## src/rtl/core/lavm_pkg.sv

```systemverilog
`timescale 1ns / 1ps
package lavm_pkg;

  localparam int FRACTION_BITS = 16;
  localparam int NORM_BITS     = 30;
  localparam int QUEUE_DEPTH   = 4;
  localparam int QUEUE_AW      = 2;
  // dividend of the unit-vector divide: shifted magnitude, fraction and rounding
  localparam int DIV_W         = NORM_BITS + FRACTION_BITS + 2;
  // unit, cross-product and row entries stay within a few bits of one
  localparam int ROW_W         = FRACTION_BITS + 4;

  typedef logic signed [ROW_W-1:0] lavm_row_t;

  // front to back record: one camera setup
  typedef struct packed {
    logic signed [31:0] eye_x;
    logic signed [31:0] eye_y;
    logic signed [31:0] eye_z;
    logic signed [32:0] fwd_x;
    logic signed [32:0] fwd_y;
    logic signed [32:0] fwd_z;
    logic signed [31:0] up_x;
    logic signed [31:0] up_y;
    logic signed [31:0] up_z;
  } lavm_item_t;

  typedef struct packed {
    logic push;
  } lavm_qctl_t;

  typedef enum logic [2:0] {
    ST_IDLE,
    ST_NORM,
    ST_CROSS,
    ST_ROWS
  } lavm_state_t;

  function automatic logic [63:0] mag64(input logic signed [63:0] x);
    return x[63] ? 64'(-x) : 64'(x);
  endfunction

  function automatic logic signed [63:0] round_shift(input logic signed [63:0] x);
    logic [63:0] m;
    logic [63:0] r;
    m = mag64(x);
    r = (m + (64'd1 << (FRACTION_BITS - 1))) >> FRACTION_BITS;
    return x[63] ? -$signed(r) : $signed(r);
  endfunction

  function automatic logic [31:0] sat32(input logic signed [63:0] x);
    if (x > 64'sd2147483647) return 32'h7fffffff;
    if (x < -64'sd2147483648) return 32'h80000000;
    return x[31:0];
  endfunction

endpackage

```

## src/rtl/core/lavm_front.sv

```systemverilog
`timescale 1ns / 1ps
module lavm_front (
  input  logic                 start,
  input  logic                 q_full,
  output logic                 busy,
  input  logic signed [31:0]   in_eye_x,
  input  logic signed [31:0]   in_eye_y,
  input  logic signed [31:0]   in_eye_z,
  input  logic signed [31:0]   in_target_x,
  input  logic signed [31:0]   in_target_y,
  input  logic signed [31:0]   in_target_z,
  input  logic signed [31:0]   in_upward_x,
  input  logic signed [31:0]   in_upward_y,
  input  logic signed [31:0]   in_upward_z,
  output lavm_pkg::lavm_qctl_t qctl,
  output lavm_pkg::lavm_item_t item
);
  assign busy      = q_full;
  assign qctl.push = start && !q_full;

  // forward difference needs 33 bits
  always_comb begin
    item.eye_x = in_eye_x;
    item.eye_y = in_eye_y;
    item.eye_z = in_eye_z;
    item.fwd_x = 33'(in_target_x) - 33'(in_eye_x);
    item.fwd_y = 33'(in_target_y) - 33'(in_eye_y);
    item.fwd_z = 33'(in_target_z) - 33'(in_eye_z);
    item.up_x  = in_upward_x;
    item.up_y  = in_upward_y;
    item.up_z  = in_upward_z;
  end
endmodule

```

## config.mk

```make
export PLATFORM = sky130hd
export DESIGN_NAME = lavm_front
export DESIGN_NICKNAME = d
export VERILOG_FILES = /design/src/rtl/core/lavm_pkg.sv /design/src/rtl/core/lavm_front.sv
export SDC_FILE = /design/constraint.sdc
export NUM_CORES = 1
export LEC_CHECK = 0
export BUFFER_PORTS_ARGS = -buffer_cell sky130_fd_sc_hd__buf_2
export CAP_MARGIN = 20
export CORE_AREA = 2 2 230 232
export DETAILED_ROUTE_END_ITERATION = 8
export DIE_AREA = 0 0 232 234
export SYNTH_ARGS = -nofsm -noshare
export SYNTH_HDL_FRONTEND = slang
export SYNTH_SLANG_ARGS = --single-unit
```

## constraint.sdc

```tcl
create_clock -name vclk -period 3.76
set_clock_uncertainty 0.2 [all_clocks]
set_input_delay 0.376 -clock vclk [all_inputs]
set_output_delay 0.376 -clock vclk [all_outputs]
set_load 0.01 [all_outputs]
```

==> metrics.yaml, run 1 <==
floorplanning:
  design.die.area_sq_mm: 0.0543
  initial_utilization: 0.131
  floorplan.rows: 84
  die_x_um: 232
  boundaryPins: 583
  coreArea_sq_mm: 0.0520
  die_height_um: 234
logic_synthesis:
  syn-cell-area_sq_mm: 0.00681
  yosys.cell_count.top_type: "buf_4"
  yosysWarnings: 0
  synth.top_cells.by_count: "buf_4, inv_1, ha_1"
  ys_top_cells_by_area: "buf_4, ha_1, inv_1"
  yosysTopAreaCellShare: 0.213
  mappedNetlistNets: 1392
  synth.distinct_cells: 70
  number_of_cells_produced_by_synthesis: 1003
  synth_area_leader_cell: "buf_4"
  synth_sequential_area_ratio: 0
  avgSynthCellArea_sq_um: 6.79
power_and_ir_drop:
  vdd_drop_max_uv: 104
  leakage_nw: 4.43
  power_density_mw_per_mm2: 194
run:
  drv.max_cap_violation_count: 0
drt:
  routed_via_count: 7389
  routedWlPerCell_um: 14.2
  first_iter_violations: 343
  drt_wl_total_um: 26800
  tritonroute_pass_1_iters: 5
  drc_errors: 0
  antenna_violating_nets_post_route: 0
  routed_via_density: 3.92
final_layout:
  fraction_of_final_layout_cells_with_drive_strength_greater_than_1: 0.356
  syn_to_final_growth_pct: 20.8
  nClkBuffers: 0
  antenna_cells_inserted: 0
  numSequentialCells: 0
  final_net_count: 1586
  regArea_sq_um: 0
timing:
  fin_setup_tns_ns: 0
  maxSlewViolCount: 0
  final.hold.worst_slack_ns: 0.552
  final_setup_vio_count: 0
  rsz0062_at_grt: "true"
  timing_worst_slew_pin_value_ns: 0.764
  max_freq_mhz: 274
  slew_headroom: 0.487
  fin_crit_sh: 0.970
  finalWorstPathRequiredPeriod_ns: 3.65
  finalHoldViolCount: 0
critical_path:
  timing_worst_setup_path_type: "in2out"
  worstSetupStartpointType: "input port"
  path_max_fanout: 4
  worst_ep_arrival_time_ns: 3.07
  cp-end-kind: "primary output"
  critical_path_required_ns: 3.18
global_route:
  grt_antenna_before_repair: 0
  gr-usage-all-layers: 0.0878
  first_global_vias: 6668
  grt.overflow.total: 0
  global_route_wire_length_before_repair_um: 37500
  grt_start_max_net_pins: 10
placed_design:
  gp_congestion: 0.919
  detailed_place_hpwl_um: 24400
  portBuffers: 391
clock_network:
  cts_hold_buf: 0
worst_hold_path:
  hold_path.class: "in2out"
status:
  run_status: "completed"
[path summary, 6_finish.rpt]
kind                            start         to  slack [ns]  cells past startpoint
worst max-delay path      in_eye_y[1]  item[158]        0.11                     13
worst min-delay path  in_upward_z[20]   item[20]        0.55                      0
[timing repair]
item	4_1_cts	5_1_grt
setup buffers	0	0
gates resized for setup	0	7
setup endpoints to repair	0	5
[worst max-delay path, stage by stage]
cell and delay, ns:
buf_2 0.12, inv_1 0.05, ha_1 0.26, nor2b_1 0.13
o21a_1 0.14, a311o_1 0.20, buf_4 0.14, a311oi_2 0.11
o31ai_1 0.68, nor3_1 0.17, o31ai_1 0.35, xor2_1 0.19
buf_2 0.15
[cell usage in the layout, fill, tap and decap left out, drive strengths merged, types with 3 or more instances in the layout]
cell type,count
a2111oi,3
a211oi,7
a21boi,4
a21o,44
a21oi,87
a311oi,4
a31oi,9
and2,3
and3,9
buf,405
fa,3
ha,96
inv,124
nand2,64
nand2b,7
nand3,20
nand4,17
nor2,48
nor2b,16
nor3,7
nor3b,3
o211ai,11
o21a,16
o21ai,51
o21bai,10
o31a,3
o31ai,8
or3,3
xnor2,48
xor2,32
[metrics by stage]
step                      total power [mW]  worst slack (ns)   util  std cells  area (sq um)
after floorplan                       1.11             0.413      -       1003          6810
after global placement                1.59             0.154  0.158       1883          8210
after detailed placement              1.58            0.0824  0.158       1883          8210
after CTS                             1.59            0.0626  0.158       1883          8210
after global routing                  1.74          -0.00447  0.158       1883          8230
final                                 1.60             0.113  0.158       1883          8230
[cells by family after synthesis]
group | Yosys count | share of synthesized area
buf+inv | 337 | 0.292
mux | 2 | 0.00294
simple gates | 205 | 0.145
xor+xnor | 80 | 0.103
compound gates | 280 | 0.272
fa+ha+maj | 99 | 0.185
[metal layers]
metal / global-route usage / up-vias / routed length [um]
met5: 0 / - / 0
met4: 0.0455 / 0 / 1500
met3: 0.0265 / 86 / 2710
met2: 0.148 / 350 / 12300
met1: 0.100 / 3304 / 10300
li1: - / 3649 / -
[where the power goes]
part           switching, mW  internal (mW)
combinational          0.913          0.683
clock                      0              0
sequential                 0              0
total                  0.913          0.683
[final cells by class]
cell class,instances,area [sq um]
Fill cell,6021,43800
Inverter,124,465
Multi-Input combinational cell,666,4840
Tap cell,688,861
Timing Repair Buffer,405,2060
Power figures use the tool's default switching activity.
==> run 2: changes to the inputs <==
--- a/config.mk
+++ b/config.mk
@@ -7,9 +7,12 @@
 export LEC_CHECK = 0
 export BUFFER_PORTS_ARGS = -buffer_cell sky130_fd_sc_hd__buf_2
 export CAP_MARGIN = 20
+export CELL_PAD_IN_SITES_DETAIL_PLACEMENT = 2
+export CELL_PAD_IN_SITES_GLOBAL_PLACEMENT = 2
 export CORE_AREA = 2 2 230 232
 export DETAILED_ROUTE_END_ITERATION = 8
 export DIE_AREA = 0 0 232 234
+export PLACE_DENSITY_LB_ADDON = 0.1
 export SYNTH_ARGS = -nofsm -noshare
 export SYNTH_HDL_FRONTEND = slang
 export SYNTH_SLANG_ARGS = --single-unit
==> run 2 against run 1 <==
Global-route usage up 2.2 points. Flip-flop and latch count unchanged. Fmax up 2.7%. Critical path depth down 1. Largest cell class unchanged. Non-clock buffer count up 11.
==> metrics.yaml, run 2 (synthesized netlist as in run 1, its figures left out) <==
status:
  run_status: "completed"
timing:
  finalWorstPathRequiredPeriod_ns: 3.55  # -0.0963 ns
  final.hold.worst_slack_ns: 0.552  # -0.00000100 ns
  maxSlewViolCount: 0  # unchanged
  slew_headroom: 0.614  # +0.128
  fin_crit_sh: 0.944  # -0.0256
  finalHoldViolCount: 0  # unchanged
  rsz0062_at_grt: "false"
  final_setup_vio_count: 0  # unchanged
  timing_worst_slew_pin_value_ns: 0.571  # -0.192 ns
  fin_setup_tns_ns: 0  # unchanged
  max_freq_mhz: 282  # +2.7%
drt:
  tritonroute_pass_1_iters: 4  # -1
  drt_wl_total_um: 32100  # +20%
  antenna_violating_nets_post_route: 0  # unchanged
  drc_errors: 0  # unchanged
  routedWlPerCell_um: 16.9  # +19%
  routed_via_density: 3.91  # -0.43%
  routed_via_count: 7400  # +0.15%
  first_iter_violations: 159  # -54%
floorplanning:
  coreArea_sq_mm: 0.0520  # unchanged
  die_x_um: 232  # unchanged
  floorplan.rows: 84  # unchanged
  die_height_um: 234  # unchanged
  design.die.area_sq_mm: 0.0543  # unchanged
  boundaryPins: 583  # unchanged
  initial_utilization: 0.131  # unchanged
critical_path:
  cp-end-kind: "primary output"
  path_max_fanout: 4  # unchanged
  timing_worst_setup_path_type: "in2out"
  critical_path_required_ns: 3.18  # about the same
  worst_ep_arrival_time_ns: 2.97  # -0.10 ns
  critPathLaunch: "in_eye_y[1]"
  worstSetupStartpointType: "input port"
global_route:
  grt_start_max_net_pins: 10  # unchanged
  grt_antenna_before_repair: 4  # +4
  grt.overflow.total: 0  # unchanged
  global_route_wire_length_before_repair_um: 47500  # +27%
  first_global_vias: 8034  # +20%
  gr-usage-all-layers: 0.110  # +0.0223
final_layout:
  commonest_non_fill_non_tap_cell_in_the_layout: "buf_2"
  fin_area_sq_mm: 0.00831  # +0.99%
  mostFrequentLayoutCells: "buf_2, inv_1, ha_1, a21oi_1, nand2_1"
  fraction_of_final_layout_cells_with_drive_strength_greater_than_1: 0.360  # +0.00422
  regArea_sq_um: 0  # unchanged
  multi_input_area_sq_mm: 0.00484  # about the same
  filler_cell_count: 6334  # +5.2%
  antenna_cells_inserted: 0  # unchanged
  nClkBuffers: 0  # unchanged
  final_net_count: 1597  # +0.69%
  numSequentialCells: 0  # unchanged
  syn_to_final_growth_pct: 22.0
placed_design:
  placement.cell_area_sq_mm: 0.00829  # +1.0%
  portBuffers: 391  # unchanged
  detailed_place_hpwl_um: 29700  # +22%
  gp_congestion: 0.703  # -24%
clock_network:
  cts_hold_buf: 0  # unchanged
  post_cts.repair.setup_buffers: 0  # unchanged
  cts.repair.resized: 0  # unchanged
power_and_ir_drop:
  vdd_drop_max_uv: 47.7  # -54%
  pwr-share-clk: 0  # unchanged
  p_seq_frac: 0  # unchanged
  internal_power_mw: 0.694  # +1.6%
  combinationalPowerShare: 1.000  # about the same
  switching_share: 0.582  # +0.00971
  leakage_nw: 4.48  # +1.1%
  power_density_mw_per_mm2: 200  # +3.0%
  power_switching_mw: 0.966  # +5.8%
worst_hold_path:
  hp-start: "in_upward_z[0]"
  hold_path.class: "in2out"
run:
  drv.max_cap_violation_count: 0  # unchanged
run 2: power groups by stage:
stage | clock [mW] | sequential (mW) | combinational, mW
after floorplan | 0 | 0 | 1.11
after global routing | 0 | 0 | 1.86
after global placement | 0 | 0 | 1.71
after detailed placement | 0 | 0 | 1.71
final | 0 | 0 | 1.66
after CTS | 0 | 0 | 1.72
run 2: path summary, 6_finish.rpt:
check,slack (ns),end,cells past startpoint
worst min-delay path,0.55,item[0],0
worst max-delay path,0.21,item[160],12
run 2: final cells by class:
class                      count  share of cell area
inverter                     124              0.0560
multi-input combinational    666               0.582
tap                          688               0.104
timing repair buffer         416               0.258
run 2: through the flow:
step / total power [mW] / setup slack, ns / std cells / util
2_1_floorplan: 1.11 / 0.413 / 1003 / -
3_3_place_gp: 1.71 / 0.202 / 1894 / 0.159
3_5_place_dp: 1.71 / 0.129 / 1894 / 0.159
4_1_cts: 1.72 / 0.110 / 1894 / 0.159
5_1_grt: 1.86 / 0.00108 / 1894 / 0.160
6_report: 1.66 / 0.209 / 1894 / 0.160
run 2: routing by layer:
metal | track usage | share of wire | vias to the layer above
met1 | 0.132 | 0.41 | 3452
met3 | 0.0269 | 0.070 | 16
met4 | 0.00260 | 0.0026 | 6
met5 | 0 | 0.0015 | -
li1 | - | - | 3654
met2 | 0.208 | 0.51 | 272
run 2: worst max-delay path, cell delays in order:
cell       delay, ns
buf_2           0.11
inv_1           0.05
ha_1            0.27
nor2b_1         0.13
o21a_1          0.18
a311o_1         0.44
a22o_1          0.27
a21oi_1         0.24
o211ai_2        0.17
mux2i_1         0.14
a2111oi_0       0.37
buf_2           0.22
